## src/rtl/core/resp_command_parser_assert.svh

```systemverilog
// ---------------------------------------------------------------------------
// Assertion macros for the command parser
// Concurrent property wrappers, empty when SYNTHESIS is defined.
// ---------------------------------------------------------------------------
`ifndef RESP_COMMAND_PARSER_ASSERT_SVH
`define RESP_COMMAND_PARSER_ASSERT_SVH

`ifndef SYNTHESIS

// antecedent implies consequent in the same cycle
`define RCP_ASSERT_IMP(label, clk, rst, ante, cons) \
   label: assert property (@(posedge clk) disable iff (rst) (ante) |-> (cons)) \
      else $error("resp_command_parser: assertion failed");

// antecedent implies consequent in the next cycle
`define RCP_ASSERT_NXT(label, clk, rst, ante, cons) \
   label: assert property (@(posedge clk) disable iff (rst) (ante) |=> (cons)) \
      else $error("resp_command_parser: assertion failed");

`else

`define RCP_ASSERT_IMP(label, clk, rst, ante, cons)
`define RCP_ASSERT_NXT(label, clk, rst, ante, cons)

`endif

`endif

```

## src/rtl/core/rcp_pkg.sv

```systemverilog
// ---------------------------------------------------------------------------
// Command parser package
// Phase codes, result kinds, error codes and byte constants.
// ---------------------------------------------------------------------------
`timescale 1ns / 1ps
`default_nettype none

package rcp_pkg;

   localparam int NUMBER_WIDTH_DEF = 64;

   // parser phase
   typedef enum logic [3:0] {
      PH_STAR     = 4'd0,
      PH_COUNT    = 4'd1,
      PH_COUNT_LF = 4'd2,
      PH_DOLLAR   = 4'd3,
      PH_LEN      = 4'd4,
      PH_LEN_LF   = 4'd5,
      PH_PAYLOAD  = 4'd6,
      PH_CR       = 4'd7,
      PH_LF       = 4'd8,
      PH_HUNT     = 4'd9
   } phase_type;

   // result kinds
   localparam logic [1:0] K_NAME = 2'd0;
   localparam logic [1:0] K_ARG  = 2'd1;
   localparam logic [1:0] K_END  = 2'd2;
   localparam logic [1:0] K_ERR  = 2'd3;

   // error codes
   localparam logic [3:0] ERR_NONE      = 4'd0;
   localparam logic [3:0] ERR_NO_STAR   = 4'd1;
   localparam logic [3:0] ERR_NO_DOLLAR = 4'd2;
   localparam logic [3:0] ERR_NON_DIGIT = 4'd3;
   localparam logic [3:0] ERR_NO_LF     = 4'd4;
   localparam logic [3:0] ERR_EMPTY_NUM = 4'd5;
   localparam logic [3:0] ERR_OVERFLOW  = 4'd6;
   localparam logic [3:0] ERR_ZERO_CNT  = 4'd7;
   localparam logic [3:0] ERR_EMPTY_NAME= 4'd8;
   localparam logic [3:0] ERR_NO_CRLF   = 4'd9;

   // protocol bytes
   localparam logic [7:0] CH_STAR    = 8'h2A;
   localparam logic [7:0] CH_DOLLAR  = 8'h24;
   localparam logic [7:0] CH_CR      = 8'h0D;
   localparam logic [7:0] CH_LF      = 8'h0A;
   localparam logic [7:0] CH_ZERO    = 8'h30;
   localparam logic [7:0] CH_NINE    = 8'h39;
   localparam logic [7:0] CH_LOWER_A = 8'h61;
   localparam logic [7:0] CH_LOWER_Z = 8'h7A;
   localparam logic [7:0] CASE_DELTA = 8'h20;

   // one parser result
   typedef struct packed {
      logic       valid;
      logic [1:0] kind;
      logic [7:0] data_byte;
      logic       command_done;
      logic [3:0] error_code;
   } result_type;

   // parser status seen by the top level
   typedef struct packed {
      phase_type phase;
   } status_type;

endpackage

`default_nettype wire

```

## src/rtl/core/rcp_parser.sv

```systemverilog
// ---------------------------------------------------------------------------
// Command parser state machine
// Consumes one byte per enable and produces at most one result.
// ---------------------------------------------------------------------------
`timescale 1ns / 1ps
`default_nettype none

module rcp_parser
   import rcp_pkg::*;
#(
   parameter int NUMBER_WIDTH = NUMBER_WIDTH_DEF
) (
   input  wire logic       clock,
   input  wire logic       reset,
   input  wire logic       enable,
   input  wire logic [7:0] byte_in,
   output result_type      result,
   output status_type      status
);

   localparam int NW = NUMBER_WIDTH;

   phase_type         phase_ff, phase_in;
   logic [NW-1:0]     acc_ff, acc_in;
   logic              saw_digit_ff, saw_digit_in;
   logic [NW-1:0]     elements_left_ff, elements_left_in;
   logic [NW-1:0]     bytes_left_ff, bytes_left_in;
   logic              in_name_ff, in_name_in;
   logic              empty_ff, empty_in;

   logic [7:0]        digit_diff;
   logic [NW+3:0]     acc_times_ten;
   logic              is_digit;
   logic              overflow;
   logic [7:0]        upper_byte;

   // scale the accumulator by ten and add the digit, one wide add
   assign digit_diff    = byte_in - CH_ZERO;
   assign is_digit      = (byte_in >= CH_ZERO) && (byte_in <= CH_NINE);
   assign acc_times_ten = {1'b0, acc_ff, 3'b000} + {3'b000, acc_ff, 1'b0}
                        + {{NW{1'b0}}, digit_diff[3:0]};
   assign overflow      = |acc_times_ten[NW+3:NW];
   assign upper_byte    = ((byte_in >= CH_LOWER_A) && (byte_in <= CH_LOWER_Z)) ?
                          (byte_in - CASE_DELTA) : byte_in;

   // next state and result for the current byte
   always_comb begin
      phase_in         = phase_ff;
      acc_in           = acc_ff;
      saw_digit_in     = saw_digit_ff;
      elements_left_in = elements_left_ff;
      bytes_left_in    = bytes_left_ff;
      in_name_in       = in_name_ff;
      empty_in         = empty_ff;
      result           = '0;

      unique case (phase_ff)
         PH_STAR: begin
            if (byte_in != CH_STAR) begin
               phase_in          = PH_HUNT;
               result.valid      = 1'b1;
               result.kind       = K_ERR;
               result.error_code = ERR_NO_STAR;
            end else begin
               acc_in       = '0;
               saw_digit_in = 1'b0;
               phase_in     = PH_COUNT;
            end
         end
         PH_HUNT: begin
            if (byte_in == CH_STAR) begin
               acc_in       = '0;
               saw_digit_in = 1'b0;
               phase_in     = PH_COUNT;
            end
         end
         PH_COUNT, PH_LEN: begin
            priority if (byte_in == CH_CR) begin
               phase_in = (phase_ff == PH_COUNT) ? PH_COUNT_LF : PH_LEN_LF;
            end else if (!is_digit) begin
               phase_in          = PH_HUNT;
               result.valid      = 1'b1;
               result.kind       = K_ERR;
               result.error_code = ERR_NON_DIGIT;
            end else if (overflow) begin
               phase_in          = PH_HUNT;
               result.valid      = 1'b1;
               result.kind       = K_ERR;
               result.error_code = ERR_OVERFLOW;
            end else begin
               acc_in       = acc_times_ten[NW-1:0];
               saw_digit_in = 1'b1;
            end
         end
         PH_COUNT_LF: begin
            priority if (byte_in != CH_LF) begin
               phase_in          = PH_HUNT;
               result.valid      = 1'b1;
               result.kind       = K_ERR;
               result.error_code = ERR_NO_LF;
            end else if (!saw_digit_ff) begin
               phase_in          = PH_HUNT;
               result.valid      = 1'b1;
               result.kind       = K_ERR;
               result.error_code = ERR_EMPTY_NUM;
            end else if (acc_ff == '0) begin
               phase_in          = PH_HUNT;
               result.valid      = 1'b1;
               result.kind       = K_ERR;
               result.error_code = ERR_ZERO_CNT;
            end else begin
               elements_left_in = acc_ff;
               in_name_in       = 1'b1;
               phase_in         = PH_DOLLAR;
            end
         end
         PH_DOLLAR: begin
            if (byte_in != CH_DOLLAR) begin
               phase_in          = PH_HUNT;
               result.valid      = 1'b1;
               result.kind       = K_ERR;
               result.error_code = ERR_NO_DOLLAR;
            end else begin
               acc_in       = '0;
               saw_digit_in = 1'b0;
               phase_in     = PH_LEN;
            end
         end
         PH_LEN_LF: begin
            priority if (byte_in != CH_LF) begin
               phase_in          = PH_HUNT;
               result.valid      = 1'b1;
               result.kind       = K_ERR;
               result.error_code = ERR_NO_LF;
            end else if (!saw_digit_ff) begin
               phase_in          = PH_HUNT;
               result.valid      = 1'b1;
               result.kind       = K_ERR;
               result.error_code = ERR_EMPTY_NUM;
            end else begin
               bytes_left_in = acc_ff;
               empty_in      = (acc_ff == '0);
               phase_in      = (acc_ff == '0) ? PH_CR : PH_PAYLOAD;
            end
         end
         PH_PAYLOAD: begin
            bytes_left_in = bytes_left_ff - {{(NW-1){1'b0}}, 1'b1};
            if (bytes_left_ff == {{(NW-1){1'b0}}, 1'b1}) begin
               phase_in = PH_CR;
            end
            result.valid = 1'b1;
            if (in_name_ff) begin
               result.kind      = K_NAME;
               result.data_byte = upper_byte;
            end else begin
               result.kind      = K_ARG;
               result.data_byte = byte_in;
            end
         end
         PH_CR: begin
            if (byte_in != CH_CR) begin
               phase_in          = PH_HUNT;
               result.valid      = 1'b1;
               result.kind       = K_ERR;
               result.error_code = ERR_NO_CRLF;
            end else begin
               phase_in = PH_LF;
            end
         end
         PH_LF: begin
            priority if (byte_in != CH_LF) begin
               phase_in          = PH_HUNT;
               result.valid      = 1'b1;
               result.kind       = K_ERR;
               result.error_code = ERR_NO_CRLF;
            end else if (in_name_ff && empty_ff) begin
               phase_in          = PH_HUNT;
               result.valid      = 1'b1;
               result.kind       = K_ERR;
               result.error_code = ERR_EMPTY_NAME;
            end else begin
               in_name_in       = 1'b0;
               elements_left_in = elements_left_ff - {{(NW-1){1'b0}}, 1'b1};
               result.valid     = 1'b1;
               result.kind      = K_END;
               if (elements_left_ff == {{(NW-1){1'b0}}, 1'b1}) begin
                  phase_in            = PH_STAR;
                  result.command_done = 1'b1;
               end else begin
                  phase_in = PH_DOLLAR;
               end
            end
         end
         default: begin
            phase_in = PH_HUNT;
         end
      endcase
   end

   // advance parser state on each consumed byte
   always_ff @(posedge clock) begin
      if (reset) begin
         phase_ff         <= PH_STAR;
         acc_ff           <= '0;
         saw_digit_ff     <= 1'b0;
         elements_left_ff <= '0;
         bytes_left_ff    <= '0;
         in_name_ff       <= 1'b0;
         empty_ff         <= 1'b0;
      end else if (enable) begin
         phase_ff         <= phase_in;
         acc_ff           <= acc_in;
         saw_digit_ff     <= saw_digit_in;
         elements_left_ff <= elements_left_in;
         bytes_left_ff    <= bytes_left_in;
         in_name_ff       <= in_name_in;
         empty_ff         <= empty_in;
      end
   end

   assign status.phase = phase_ff;

endmodule

`default_nettype wire

```

## src/rtl/core/resp_command_parser.sv

```systemverilog
// ---------------------------------------------------------------------------
// Command request parser, top level
// Parses an array of bulk strings byte by byte into name, argument,
// element-end and error items.
// ---------------------------------------------------------------------------
//   channel   direction   handshake            payload
//   req_      in          req_valid/req_stall  req_byte_in[7:0]
//   rsp_      out         rsp_valid/rsp_stall  kind, data_byte, command_done,
//                                              error_code
//
// One byte per cycle while rsp_ does not stall; a byte's item passes the input
// register, then the parser logic into the result register.
// Reset is synchronous and returns the parser to waiting for an array marker.
// A stall on rsp_ holds the result register and the input register; req_stall
// rises only when both are full and the result is not being taken.
// ---------------------------------------------------------------------------
`timescale 1ns / 1ps
`default_nettype none

`include "resp_command_parser_assert.svh"

module resp_command_parser
   import rcp_pkg::*;
#(
   parameter int NUMBER_WIDTH = NUMBER_WIDTH_DEF
) (
   input  wire logic       clock,
   input  wire logic       reset,
   input  wire logic       req_valid,
   output logic            req_stall,
   input  wire logic [7:0] req_byte_in,
   output logic            rsp_valid,
   input  wire logic       rsp_stall,
   output logic [1:0]      rsp_kind,
   output logic [7:0]      rsp_data_byte,
   output logic            rsp_command_done,
   output logic [3:0]      rsp_error_code
);

   logic        in_valid_ff;
   logic [7:0]  in_byte_ff;
   logic        out_valid_ff, out_valid_in;
   result_type  out_ff;
   logic        out_free;
   logic        advance;
   result_type  result;
   status_type  status;

   // advance the input item when the result register can take it
   assign out_free  = !out_valid_ff || !rsp_stall;
   assign advance   = in_valid_ff && out_free;
   assign req_stall = in_valid_ff && !out_free;

   // hold the input item
   always_ff @(posedge clock) begin
      if (reset) begin
         in_valid_ff <= 1'b0;
      end else if (!req_stall) begin
         in_valid_ff <= req_valid;
      end
   end

   always_ff @(posedge clock) begin
      if (!req_stall) begin
         in_byte_ff <= req_byte_in;
      end
   end

   rcp_parser #(
      .NUMBER_WIDTH (NUMBER_WIDTH)
   ) u_parser (
      .clock   (clock),
      .reset   (reset),
      .enable  (advance),
      .byte_in (in_byte_ff),
      .result  (result),
      .status  (status)
   );

   // load or drop the result item
   always_comb begin
      out_valid_in = out_valid_ff && rsp_stall;
      if (advance) begin
         out_valid_in = result.valid;
      end
   end

   always_ff @(posedge clock) begin
      if (reset) begin
         out_valid_ff <= 1'b0;
      end else begin
         out_valid_ff <= out_valid_in;
      end
   end

   always_ff @(posedge clock) begin
      if (advance && result.valid) begin
         out_ff <= result;
      end
   end

   assign rsp_valid        = out_valid_ff;
   assign rsp_kind         = out_ff.kind;
   assign rsp_data_byte    = out_ff.data_byte;
   assign rsp_command_done = out_ff.command_done;
   assign rsp_error_code   = out_ff.error_code;

   // error codes appear only on error items
   `RCP_ASSERT_IMP(a_code_on_error, clock, reset, rsp_valid && (rsp_kind != K_ERR), rsp_error_code == ERR_NONE)

   // command completion is flagged only on an element end
   `RCP_ASSERT_IMP(a_done_on_end, clock, reset, rsp_valid && rsp_command_done, rsp_kind == K_END)

   // an emitted error sends the parser hunting for a new request
   `RCP_ASSERT_NXT(a_error_hunts, clock, reset, advance && result.valid && (result.kind == K_ERR), status.phase == PH_HUNT)

   // a completed command returns the parser to request start
   `RCP_ASSERT_NXT(a_done_restarts, clock, reset, advance && result.valid && result.command_done, status.phase == PH_STAR)

endmodule

`default_nettype wire
```

## config.mk

```make
export PLATFORM = sky130hd
export DESIGN_NAME = resp_command_parser
export DESIGN_NICKNAME = d
export VERILOG_FILES = /design/src/rtl/core/rcp_pkg.sv /design/src/rtl/core/rcp_parser.sv /design/src/rtl/core/resp_command_parser.sv
export VERILOG_INCLUDE_DIRS = /design/src /design/src/rtl/core
export SDC_FILE = /design/constraint.sdc
export NUM_CORES = 1
export LEC_CHECK = 0
export BUFFER_PORTS_ARGS = -buffer_cell sky130_fd_sc_hd__buf_2
export CAP_MARGIN = 20
export CORE_MARGIN = 2
export CORE_UTILIZATION = 36
export DETAILED_ROUTE_END_ITERATION = 10
export SETUP_SLACK_MARGIN = 0.1
export SKIP_LAST_GASP = 1
export SLEW_MARGIN = 20
export SYNTH_ARGS = -nofsm -noshare
export SYNTH_HDL_FRONTEND = slang
export SYNTH_HIERARCHICAL = 1
export SYNTH_SLANG_ARGS = --single-unit
```

## constraint.sdc

```tcl
create_clock -name clock -period 6.8 [get_ports clock]
set_input_delay 0 -clock clock [delete_from_list [all_inputs] [get_ports clock]]
set_output_delay 0 -clock clock [all_outputs]
set_load 0.05 [all_outputs]
```

==> results.md <==
* Outcome: finished, final reports clean
* Placed wire-length estimate after detailed placement at between 30 and 40 mm
* Die Area at ~0.048 sq mm
* Relative slew slack at 0.324
* Max-cap violations at 0
* Netlist area before placement at between 0.015 and 0.02 sq mm
* Pwr Total at about 3.1 mW
* Clock input transition at the sequential cells of the worst setup and hold paths at ~60 ps
* Unrepaired setup endpoints after global routing: false
* Number of vias per cell at 6.17
* Global-route wire length before repair at approximately 90 mm
* Post-detailed-route count of antenna-violating nets at 0
* Routed WL at ~56 mm
* DR iter-0 viols at about 1,800
* Cell accounting for the most synthesized area: sky130_fd_sc_hd__dfxtp_1
* Post-Synthesis Net Count at between 2,000 and 2,500
* Tcrit/Tclk final at 0.792
* Number of diodes at 0
* WL met3 at approximately 3.5 mm
* DRC violations left at 0
* Clk buf depth at 3
* Main area contributors after synthesis: sky130_fd_sc_hd__dfxtp_1, sky130_fd_sc_hd__ha_1, sky130_fd_sc_hd__a21oi_1
* Weighted congestion reported at the end of routability-driven placement at 0.945
* Seq cells post-synth at about 220
* Number of enable flip-flop cells after synthesis at 23
* Buf/Inv on CP at 3
* Total negative slack at 0 ps
* Area used by sequential logic in the layout at 0.00471 sq mm
* Inserted Clock Buffers at 28
* Worst Path Class, Setup: reg -> reg
* Nets at ~2,400
* Warnings from Yosys at 6
* Filler cells at 4,758
* Largest net degree at the start of global routing at a little over 90
* Placement Rows at between 70 and 80
* Proportion of register bits with asynchronous set or reset after synthesis at 0
* Detail-routed net length per standard cell at a little under 20 microns
* Starting Density at 0.363
* Required time reported for the critical path endpoint at approximately 7100 ps
* Gates resized, CTS repair at 0
* Main flop type after synthesis: sky130_fd_sc_hd__dfxtp_1
* Count of port buffers added during placement at 28
* Peak per-stage delay on the critical path at 580 ps
* Post-synth cell types at 85
* GRT Resource Usage Total at 0.229
* Fin. Hold Viols at 0
* Highest routed metal layer: met4
* Remaining global-route overflow at 0
* Layout overhead on the synthesized area at 9.75%
* CTS H-Tree Depth at 1
* Worst Hold Class: in -> reg
* Critical Path AT at 5680 ps
* Final setup violation count at 0
* Most repeated cell in the gate-level netlist after synthesis: sky130_fd_sc_hd__nor2_1
* First drt pass iteration count at 6
* Ratio of cells with drive above 1 in the final layout at 0.0601
* Total clock sinks at roughly 220
* I/O pins at 29
* Clock insertion delay at the later pin of the skew report at ~580 ps
* Post-Syn Instances at between 2,000 and 2,500
* Area of the core at roughly 0.046 sq mm
* Delay-heaviest family, CP: compound AO/OA/AOI/OAI gates
* Number of antenna violations at the first check in global routing at 0
* Most frequent cells after synthesis: sky130_fd_sc_hd__nor2_1, sky130_fd_sc_hd__nand2_1, sky130_fd_sc_hd__a21oi_1, sky130_fd_sc_hd__dfxtp_1, sky130_fd_sc_hd__o21ai_0
* Met2 wire len at roughly 25 mm
* Horizontal die dimension at ~220 microns
* Synthesized area per cell at roughly 7.4 sq um
* Final worst clock skew at about 22 ps
* FMAX at 0.186 GHz
* TritonCTS clock tree: built
* Min Clock Period, post-route at 5390 ps
* Nature of the critical path startpoint: register
* Count of pins over their slew limit at 0
* Slowest-stage cell, CP: sky130_fd_sc_hd__a21oi_1
* Share of the synthesized area in the top cell type at 0.239
* Fraction of the yosys area taken by sequential cells at 0.280
* VDD IR-drop max at 149 uV
* Slew at the pin with the worst max-slew slack at between 900 and 1000 ps
* Detailed-route via count at roughly 18,000
* Via count of the first global-routing pass at 16,300
* Die Height at ~220 microns
* Area of the multi-input gates at roughly 0.011 sq mm
* Power density over cell area at 168 mW/mm^2
* Worst-path maximum fanout at 8
* Crit path capture type: register
* Metal1 wirelength at roughly 26 mm
* Buffer type at the clock tree root: sky130_fd_sc_hd__clkbuf_16
* Ordered list of cells on the worst path: inv_1, fa_1, inv_1, ha_1, a211oi_1, o31ai_1, o21ai_0, a2111o_1, a211oi_1, o311ai_0, o21ai_1, or4_1, a211o_1, a31o_2, nand2_1, a21oi_1, buf_4
* Static leakage at approximately 7.1 nW
-- layout make-up --
cell class | instances | share of cell area
inverter | 105 | 0.0214
multi-input combinational | 1807 | 0.606
clock inverter | 16 | 0.0102
tap | 607 | 0.0411
timing repair buffer | 59 | 0.0228
sequential | 224 | 0.255
clock buffer | 35 | 0.0426
-- registers in the layout (all words and copies together), names as in the netlist --
register and flops:
u_parser/acc_ff 64, rsp_error_code 4, rsp_command_done 1, u_parser/elements_left_ff 64, rsp_valid 1, rsp_data_byte 8, in_valid_ff 1, u_parser/empty_ff 1
rsp_kind 2, u_parser/status 4, u_parser/in_name_ff 1, u_parser/saw_digit_ff 1, u_parser/bytes_left_ff 64, in_byte_ff 8
-- cell usage in the layout, fill, tap and decap left out, drive strengths merged, types with 40 or more instances in the layout --
| cell type | netlist | routed |
|---|---|---|
| nor2 | 264 | 264 |
| nand2 | 226 | 226 |
| a21oi | 217 | 217 |
| dfxtp | 201 | 201 |
| o21ai | 179 | 179 |
| ha | 133 | 133 |
| inv | 105 | 106 |
| nor3 | 78 | 78 |
| o32ai | 62 | 62 |
| nand3 | 62 | 62 |
| a211oi | 52 | 52 |
| nor4 | 50 | 50 |
| nand4 | 47 | 47 |
| buf | 13 | 47 |
| o22ai | 40 | 40 |
-- path summary, 6_finish.rpt --
kind,from,to,slack [ps],cells after the start
setup / recovery,u_parser/acc_ff[2]$_SDFFE_PP0P_,rsp_data_byte[7]$_DFFE_PP_,1410,17
hold / removal,req_byte_in[7],in_byte_ff[7]$_DFFE_PN_,140,2
setup reg to reg,u_parser/acc_ff[2]$_SDFFE_PP0P_,rsp_data_byte[7]$_DFFE_PP_,1410,17
hold reg to reg,u_parser/elements_left_ff[27]$_SDFFE_PP0P_,u_parser/elements_left_ff[27]$_SDFFE_PP0P_,470,2
-- worst reg2reg max path, cell delays in order, from the launching register on --
cell and delay (ps):
sky130_fd_sc_hd__dfxtp_1 450, sky130_fd_sc_hd__inv_1 100, sky130_fd_sc_hd__fa_1 480, sky130_fd_sc_hd__inv_1 70, sky130_fd_sc_hd__ha_1 290, sky130_fd_sc_hd__a211oi_1 80, sky130_fd_sc_hd__o31ai_1 530, sky130_fd_sc_hd__o21ai_0 370
sky130_fd_sc_hd__a2111o_1 500, sky130_fd_sc_hd__a211oi_1 330, sky130_fd_sc_hd__o311ai_0 250, sky130_fd_sc_hd__o21ai_1 190, sky130_fd_sc_hd__or4_1 260, sky130_fd_sc_hd__a211o_1 170, sky130_fd_sc_hd__a31o_2 90, sky130_fd_sc_hd__nand2_1 60
sky130_fd_sc_hd__a21oi_1 580, sky130_fd_sc_hd__buf_4 290
-- timing repair --
action                    4_1_cts  5_1_grt
hold endpoints to repair       67        0
buffers inserted                0        0
hold buffers                   12        0
-- kinds of logic after synthesis --
family          synth area share
simple gates               0.242
compound gates             0.288
buf+inv                   0.0569
flops                      0.280
fa+ha+maj                  0.101
xor+xnor                  0.0312
-- where the power goes --
part           total (mW)  switching, mW  internal, mW
Combinational       0.168          0.123        0.0452
Sequential           1.36         0.0107          1.34
Clock                1.59          0.651         0.936
-- layer usage --
layer	vias up	track usage
met5	-	0
li1	8387	-
met4	0	0.0680
met3	101	0.0265
met2	610	0.359
met1	8498	0.328
-- per-stage QoR --
stage                     setup slack (ps)  utilization  cells  hold WS, ps  area (sq um)
final                                 1410        0.398   2853          136         18500
after global routing                   939        0.398   2853          133         18500
after detailed placement              1490        0.374   2790          182         17400
after global placement                1590        0.374   2790          179         17400
after CTS                             1470        0.398   2853          112         18500
after floorplan                       2100            -   2280         62.4         16800
Power figures use the tool's default switching activity.
